$ cat config.mk
export PLATFORM = sky130hd
export DESIGN_NAME = srt_seq
export DESIGN_NICKNAME = d
export VERILOG_FILES = /design/src/rtl/srt_pkg.sv /design/src/rtl/srt_seq.sv
export SDC_FILE = /design/constraint.sdc
export NUM_CORES = 1
export LEC_CHECK = 0
export ABC_AREA = 1
export BUFFER_PORTS_ARGS = -buffer_cell sky130_fd_sc_hd__buf_2
export CELL_PAD_IN_SITES_DETAIL_PLACEMENT = 1
export CELL_PAD_IN_SITES_GLOBAL_PLACEMENT = 2
export CORE_MARGIN = 10
export CORE_UTILIZATION = 31
export CTS_CLUSTER_DIAMETER = 80
export DETAILED_ROUTE_END_ITERATION = 10
export HOLD_SLACK_MARGIN = 0.12
export PLACE_DENSITY = 0.85
export SLEW_MARGIN = 20
export SYNTH_ARGS = -nofsm -noshare
export SYNTH_HDL_FRONTEND = slang
export SYNTH_SLANG_ARGS = --single-unit
$ cat constraint.sdc
create_clock -name clk -period 4 [get_ports clk]
set_input_delay 0.6 -clock clk [delete_from_list [all_inputs] [get_ports clk]]
set_output_delay 0.6 -clock clk [all_outputs]
set_load 0.02 [all_outputs]
$ cat src/rtl/srt_pkg.sv
// Package for the shift-register random table: sizes, register reset value,
// generator step, control word layout and the sequencer program ROM.
// Used by srt_seq, srt_datapath and shift_register_random_table.
package srt_pkg;

	localparam int TABLE_DEPTH = 256;
	localparam int AW = $clog2(TABLE_DEPTH);
	localparam int NW = $clog2(TABLE_DEPTH + 8);
	localparam int STEPS_PER_CYCLE = 8;
	localparam int SUB_LAST = 64 / STEPS_PER_CYCLE - 1;
	localparam int SW = $clog2(64 / STEPS_PER_CYCLE);

	localparam logic [63:0] SEED_RESET  = 64'h91AB_2489_80B1_09E8;
	localparam logic [63:0] PATCH_MASK0 = 64'hFFFF_FFFF_FFFF_FFFE;
	localparam logic [63:0] PATCH_BIT0  = 64'h8000_0000_0000_0000;

	localparam logic FUNC_REBUILD = 1'b0;
	localparam logic FUNC_READ    = 1'b1;

	localparam logic [3:0] OP_NOP    = 4'd0;
	localparam logic [3:0] OP_ACCEPT = 4'd1;
	localparam logic [3:0] OP_LOAD   = 4'd2;
	localparam logic [3:0] OP_STEP   = 4'd3;
	localparam logic [3:0] OP_STORE  = 4'd4;
	localparam logic [3:0] OP_PINIT  = 4'd5;
	localparam logic [3:0] OP_PRD    = 4'd6;
	localparam logic [3:0] OP_PWR    = 4'd7;
	localparam logic [3:0] OP_DONE   = 4'd8;
	localparam logic [3:0] OP_RD     = 4'd9;
	localparam logic [3:0] OP_RRET   = 4'd10;

	localparam logic [2:0] COND_NONE   = 3'd0;
	localparam logic [2:0] COND_ALWAYS = 3'd1;
	localparam logic [2:0] COND_READ   = 3'd2;
	localparam logic [2:0] COND_SUB    = 3'd3;
	localparam logic [2:0] COND_FILL   = 3'd4;
	localparam logic [2:0] COND_PATCH  = 3'd5;

	localparam logic [3:0] PC_IDLE  = 4'd0;
	localparam logic [3:0] PC_LOAD  = 4'd1;
	localparam logic [3:0] PC_GEN   = 4'd2;
	localparam logic [3:0] PC_STORE = 4'd3;
	localparam logic [3:0] PC_PINIT = 4'd4;
	localparam logic [3:0] PC_PRD   = 4'd5;
	localparam logic [3:0] PC_PWR   = 4'd6;
	localparam logic [3:0] PC_DONE  = 4'd7;
	localparam logic [3:0] PC_RD    = 4'd8;
	localparam logic [3:0] PC_RRET  = 4'd9;

	typedef struct packed {
		logic [3:0] op;
		logic       wait_in;
		logic       wait_out;
		logic [2:0] cond;
		logic [3:0] target;
	} ctrl_word_t;

	typedef struct packed {
		logic [3:0] op;
		logic       en;
	} dp_ctrl_t;

	typedef struct packed {
		logic func_read;
		logic sub_more;
		logic fill_more;
		logic patch_more;
		logic out_busy;
	} dp_status_t;

	function automatic logic [63:0] gen_step8(input logic [63:0] r_in);
		logic [63:0] r;
		logic        fb;
		r = r_in;
		for (int i = 0; i < STEPS_PER_CYCLE; i++) begin
			fb = r[0] ^ r[1] ^ r[2] ^ r[3] ^ r[5] ^ r[7];
			r = {r[0], r[63:2], fb};
		end
		return r;
	endfunction

	function automatic ctrl_word_t prog_rom(input logic [3:0] pc);
		ctrl_word_t w;
		case (pc)
			PC_IDLE:  w = '{OP_ACCEPT, 1'b1, 1'b0, COND_READ,   PC_RD};
			PC_LOAD:  w = '{OP_LOAD,   1'b0, 1'b0, COND_NONE,   PC_IDLE};
			PC_GEN:   w = '{OP_STEP,   1'b0, 1'b0, COND_SUB,    PC_GEN};
			PC_STORE: w = '{OP_STORE,  1'b0, 1'b0, COND_FILL,   PC_GEN};
			PC_PINIT: w = '{OP_PINIT,  1'b0, 1'b0, COND_NONE,   PC_IDLE};
			PC_PRD:   w = '{OP_PRD,    1'b0, 1'b0, COND_NONE,   PC_IDLE};
			PC_PWR:   w = '{OP_PWR,    1'b0, 1'b0, COND_PATCH,  PC_PRD};
			PC_DONE:  w = '{OP_DONE,   1'b0, 1'b1, COND_ALWAYS, PC_IDLE};
			PC_RD:    w = '{OP_RD,     1'b0, 1'b0, COND_NONE,   PC_IDLE};
			PC_RRET:  w = '{OP_RRET,   1'b0, 1'b1, COND_ALWAYS, PC_IDLE};
			default:  w = '{OP_NOP,    1'b0, 1'b0, COND_ALWAYS, PC_IDLE};
		endcase
		return w;
	endfunction

endpackage

$ cat src/rtl/srt_seq.sv
// Microcode sequencer: step counter, program ROM lookup, stall and jump logic.
// Depends on srt_pkg.
module srt_seq (
	input  logic                  clk,
	input  logic                  arst_n,
	input  logic                  in_valid,
	output logic                  in_ready,
	input  srt_pkg::dp_status_t   status,
	output srt_pkg::dp_ctrl_t     ctrl
);

	logic [3:0]          pc_q;
	srt_pkg::ctrl_word_t w;
	logic                stall;
	logic                jump;

	assign w        = srt_pkg::prog_rom(pc_q);
	assign in_ready = (pc_q == srt_pkg::PC_IDLE);
	assign stall    = (w.wait_in && !(in_valid && in_ready)) || (w.wait_out && status.out_busy);

	always_comb begin
		case (w.cond)
			srt_pkg::COND_NONE:   jump = 1'b0;
			srt_pkg::COND_ALWAYS: jump = 1'b1;
			srt_pkg::COND_READ:   jump = status.func_read;
			srt_pkg::COND_SUB:    jump = status.sub_more;
			srt_pkg::COND_FILL:   jump = status.fill_more;
			srt_pkg::COND_PATCH:  jump = status.patch_more;
			default:              jump = 1'b1;
		endcase
	end

	assign ctrl.op = w.op;
	assign ctrl.en = !stall;

	always_ff @(posedge clk or negedge arst_n) begin
		if (!arst_n) begin
			pc_q <= srt_pkg::PC_IDLE;
		end else if (!stall) begin
			pc_q <= jump ? w.target : pc_q + 4'd1;
		end
	end

endmodule

---- Word-level counts from Yosys, hierarchy flattened ----
Memory sizes are Yosys's and may differ from the RTL's.
Cells that the tools add are included.
storage, ports and cells
  output and inout bits ................... 6
  logic and storage cells ................. 17
  ROM bits ................................ 208
  bits of input ports ..................... 8
  flip-flop bits (word level) ............. 4
  memories kept ........................... 1
cells by class
  add/subtract/negate cells ............... 1
  muxes and demuxes ....................... 2
  reductions and logical operators ........ 8
  equality and inequality tests ........... 4
memory list
  name             depth  width  rd ports  clocked after memory_dff  write ports  RTL line       text
  (no name shown)  16     13     1         0                         0            srt_pkg.sv:84  case (pc)
operator list
  cell                                                              number
  3-bit by 2-bit == test with 1-bit output (second input constant)  2
  3-bit == test (second input constant)                             2
  1-bit case mux with 5 select lines                                1
  4-bit by 1-bit adder with 4-bit output (second input constant)    1
  4-bit logical NOT                                                 1
  4-bit two-way mux                                                 1
  1-bit logical AND                                                 3
  3-bit logical NOT                                                 1
  1-bit logical NOT                                                 2
  1-bit logical OR                                                  1

---- Depth between registers and ports, before layout ----
  depth in word-level cells ............... 6
  depth in mapped cells ................... 13
  gate-level depth less buffers ........... 13

---- Worst setup path after synthesis ----
No wires, ideal clock.
  path type ............................... reg-to-output
  start ................................... reg pc_q[0]
  end ..................................... out ctrl[0] (netlist name)
  data required time ...................... 3.400 ns
  stages on the path, launching flop included .. 8
  buffers on the path ..................... 0
  data arrival time ....................... 1.478 ns
  path slack .............................. 1.922 ns
  path through ............................ dfrtp_1 -> inv_1 -> ha_1 -> nand2_4 -> nor2_2 -> inv_2 -> o21ai_4 -> inv_2
RTL lines
  what                      RTL line       text
  start: declaration        srt_seq.sv:12  logic [3:0] pc_q;
  start signal: assignment  srt_seq.sv:38  pc_q <= srt_pkg::PC_IDLE;
  start signal: assignment  srt_seq.sv:40  pc_q <= jump ? w.target : pc_q + 4'd1;
  end: declaration          srt_seq.sv:9   output srt_pkg::dp_ctrl_t ctrl

==> results.py <==
metrics = {
    "route": {
        "wire_per_inst_um": 12.5,
        "vias": 580,
        "vias_per_cell": 4.50,
        "wirelength_um": 1610,
        "postRouteAntennaNets": 0,
        "drt_iter0_drc": 4,
        "firstDrtPassIters": 4,
        "drc": 0,
    },
    "critical_path": {
        "r2r_start": "pc_q[0]",
        "worst-path-max-fanout": 8,
        "worstPathRequired_ns": 3.40,
        "r2r_slack_ns": 2.19,
        "path_delay_family": "buffers and inverters",
        "r2r_cells": 12,
        "arrival_ns": 1.83,
        "crit_cells": 8,
        "crit_buf_inv": 4,
        "endpoint_kind": "primary output",
        "crit_start": "pc_q[0]",
        "cpMostUsedCell": "inv_2",
        "worstSetupStartpointType": "flop",
        "cp_slowest_cell": "dfrtp_1",
        "crit_chain": "inv_1 -> ha_1 -> nand2_4 -> nor2_2 -> inv_2 -> o21ai_4 -> inv_2 -> buf_2",
        "worstSetupEndpoint": "ctrl[0]",
        "setup.worst_path.class": "reg2out",
        "critPathMaxStageDelay_ns": 0.43,
        "r2r_end": "pc_q[3]",
    },
    "global_route": {
        "grt_max_degree": 14,
        "overflow": 0,
        "antenna_found_initial": 0,
        "grt_first_pass_wirelength_um": 3020,
        "grt_pass1_vias": 677,
        "grt_use_total": 0.0862,
    },
    "sta": {
        "maxSlewHeadroom": 0.636,
        "min_period_over_period": 0.607,
        "max_freq_mhz": 412,
        "finalHoldViolations": 0,
        "slew_violations": 0,
        "setup-violations-final": 0,
        "finalCriticalPeriod_ns": 2.43,
        "worst_slew_pin_slew_ns": 0.547,
        "fin_setup_tns_ns": 0,
        "rsz0062_at_grt": "no",
        "skew_ns": 0.00407,
    },
    "floorplan": {
        "dieArea_um2": 4370,
        "io-pin-count": 14,
        "rows": 16,
        "start_util": 0.332,
        "core_um2": 1980,
        "die_w_um": 66.1,
        "fp.dieH_um": 66.1,
    },
    "final_layout": {
        "drive_gt1_frac": 0.392,
        "multi_input_area_um2": 475,
        "final_cells": 129,
        "num-nets-final": 119,
        "regMostFlops": "pc_q",
        "area_growth_syn_to_layout_pct": 15.0,
        "largest_reg_flops": 4,
        "antennaDiodeCount": 0,
        "fillerInstances": 268,
        "top_regs": "pc_q: 4 flops",
        "regArea_um2": 100,
    },
    "pwr": {
        "pwr-share-comb": 0.757,
        "power_switching_uw": 398,
        "powerDensity_nw_per_um2": 896,
        "pwr-share-seq": 0.166,
        "p_int_uw": 281,
        "power.share.clock": 0.077,
        "p_sw_frac": 0.586,
        "leakage_nw": 0.412,
        "ir_drop_v": 0.000351,
    },
    "place": {
        "dpl.hpwl_um": 1380,
        "routabilityCongestion": 0.741,
        "port_buffers": 13,
        "dp.cells": 126,
    },
    "cts": {
        "cts_setup_buffers": 0,
        "cts-buffers-inserted": 3,
        "ctsResizeCount": 0,
        "h-tree-depth": 1,
        "root_buffer": "clkbuf_4",
        "clock-sinks": 4,
        "cts_tree": "yes",
        "holdBufCountCts": 0,
        "ctsLongestPathBuffers": 2,
        "path_clk_slew_ns": 0.04,
        "clk_latency_ns": 0.24,
    },
    "min_path": {
        "hold_class": "in2async",
    },
    "synth": {
        "syn_area_per_cell_um2": 7.48,
        "synth-edff-count": 0,
        "synth.most_common_cell": "nand2_1",
        "synth_seq_area_share": 0.152,
        "synth_commonest_cells": "nand2_1 (20), inv_1 (10), nand3_1 (8)",
        "ys_top_cells_by_area": "dfrtp_1 (15%), ha_1 (13%), nand2_1 (11%)",
        "syn_inst": 88,
        "yosys_warnings": 0,
        "ys_ff_latch": 4,
        "yosysUniqueCellTypes": 25,
        "async_flop_share": 1.00,
        "synth_top_flop_cell": "dfrtp_1",
        "syn-num-nets": 103,
        "yosysTopAreaCell": "dfrtp_1",
        "syn-cell-area_um2": 658,
        "yosysTopAreaCellShare": 0.152,
    },
    "run_status": {
        "status": "complete, no violations",
    },
    "job": {
        "cap_violations": 0,
    },
}
==> through the flow <==
stage	instance area [um2]	hold WS [ns]	util	setup slack, ns	power [mW]
after floorplan	658	0.304	-	1.92	0.526
after global placement	734	0.406	0.371	1.89	0.632
after detailed placement	734	0.410	0.371	1.83	0.638
after CTS	757	0.147	0.382	1.56	0.694
after global routing	757	0.149	0.382	1.41	0.765
final	757	0.154	0.382	1.57	0.678
==> power groups by stage <==
| stage | clock network [mW] | logic, mW | registers (mW) |
|---|---|---|---|
| floorplan | 0 | 0.442 | 0.0840 |
| global placement | 0 | 0.521 | 0.111 |
| detailed placement | 0 | 0.525 | 0.113 |
| CTS | 0.0549 | 0.527 | 0.112 |
| global route | 0.0566 | 0.589 | 0.119 |
| finish | 0.0519 | 0.514 | 0.113 |
==> layout by cell type, fill, tap and decap left out, drive strengths merged <==
cell type and instances:
o21a 1, buf 13, ha 7, o21ai 5
a211oi 1, clkbuf 3, nand3b 1, nand2 29
nand3 14, nor3 1, nor2 6, nand4 2
dfrtp 4, xor2 1, inv 14
==> worst min path at each step <==
stage / start / end / slack, ns / cells past startpoint
after floorplan: arst_n / pc_q[0] / 0.30 / 0
after global placement: arst_n / pc_q[2] / 0.41 / 1
after detailed placement: arst_n / pc_q[2] / 0.41 / 1
after CTS: arst_n / pc_q[3] / 0.15 / 1
after global routing: arst_n / pc_q[3] / 0.15 / 1
final: arst_n / pc_q[3] / 0.15 / 1
==> layer usage <==
metal,track usage,wire (um)
met5,0,0
met4,0.0471,17
met3,0.0119,47
met2,0.153,865
met1,0.0958,679
==> cell type report <==
cell class / count / area share
multi-input combinational: 68 / 0.628
sequential: 4 / 0.132
timing repair buffer: 13 / 0.0860
inverter: 14 / 0.0793
tap: 27 / 0.0446
clock buffer: 3 / 0.0298
==> kinds of logic after synthesis <==
| kind of cell | synth area share |
|---|---|
| AND/OR/NAND/NOR | 0.492 |
| AO/OA/AOI/OAI | 0.0837 |
| buffers and inverters | 0.125 |
| adder cells (fa/ha/maj) | 0.133 |
| XOR/XNOR | 0.0133 |
| flip-flops | 0.152 |
==> worst reg2reg max path, stage by stage, from the launching register on <==
cell and delay (ns):
dfrtp_1 0.42, inv_1 0.17, ha_1 0.23, inv_1 0.10, nand2_2 0.07, nand2_1 0.08, nand3_1 0.10, inv_1 0.09
nand3_2 0.10, nand3_4 0.12, nand2_1 0.06, nand3_1 0.08, nand2_1 0.06
No activity file was read; power rests on OpenSTA's default activity.
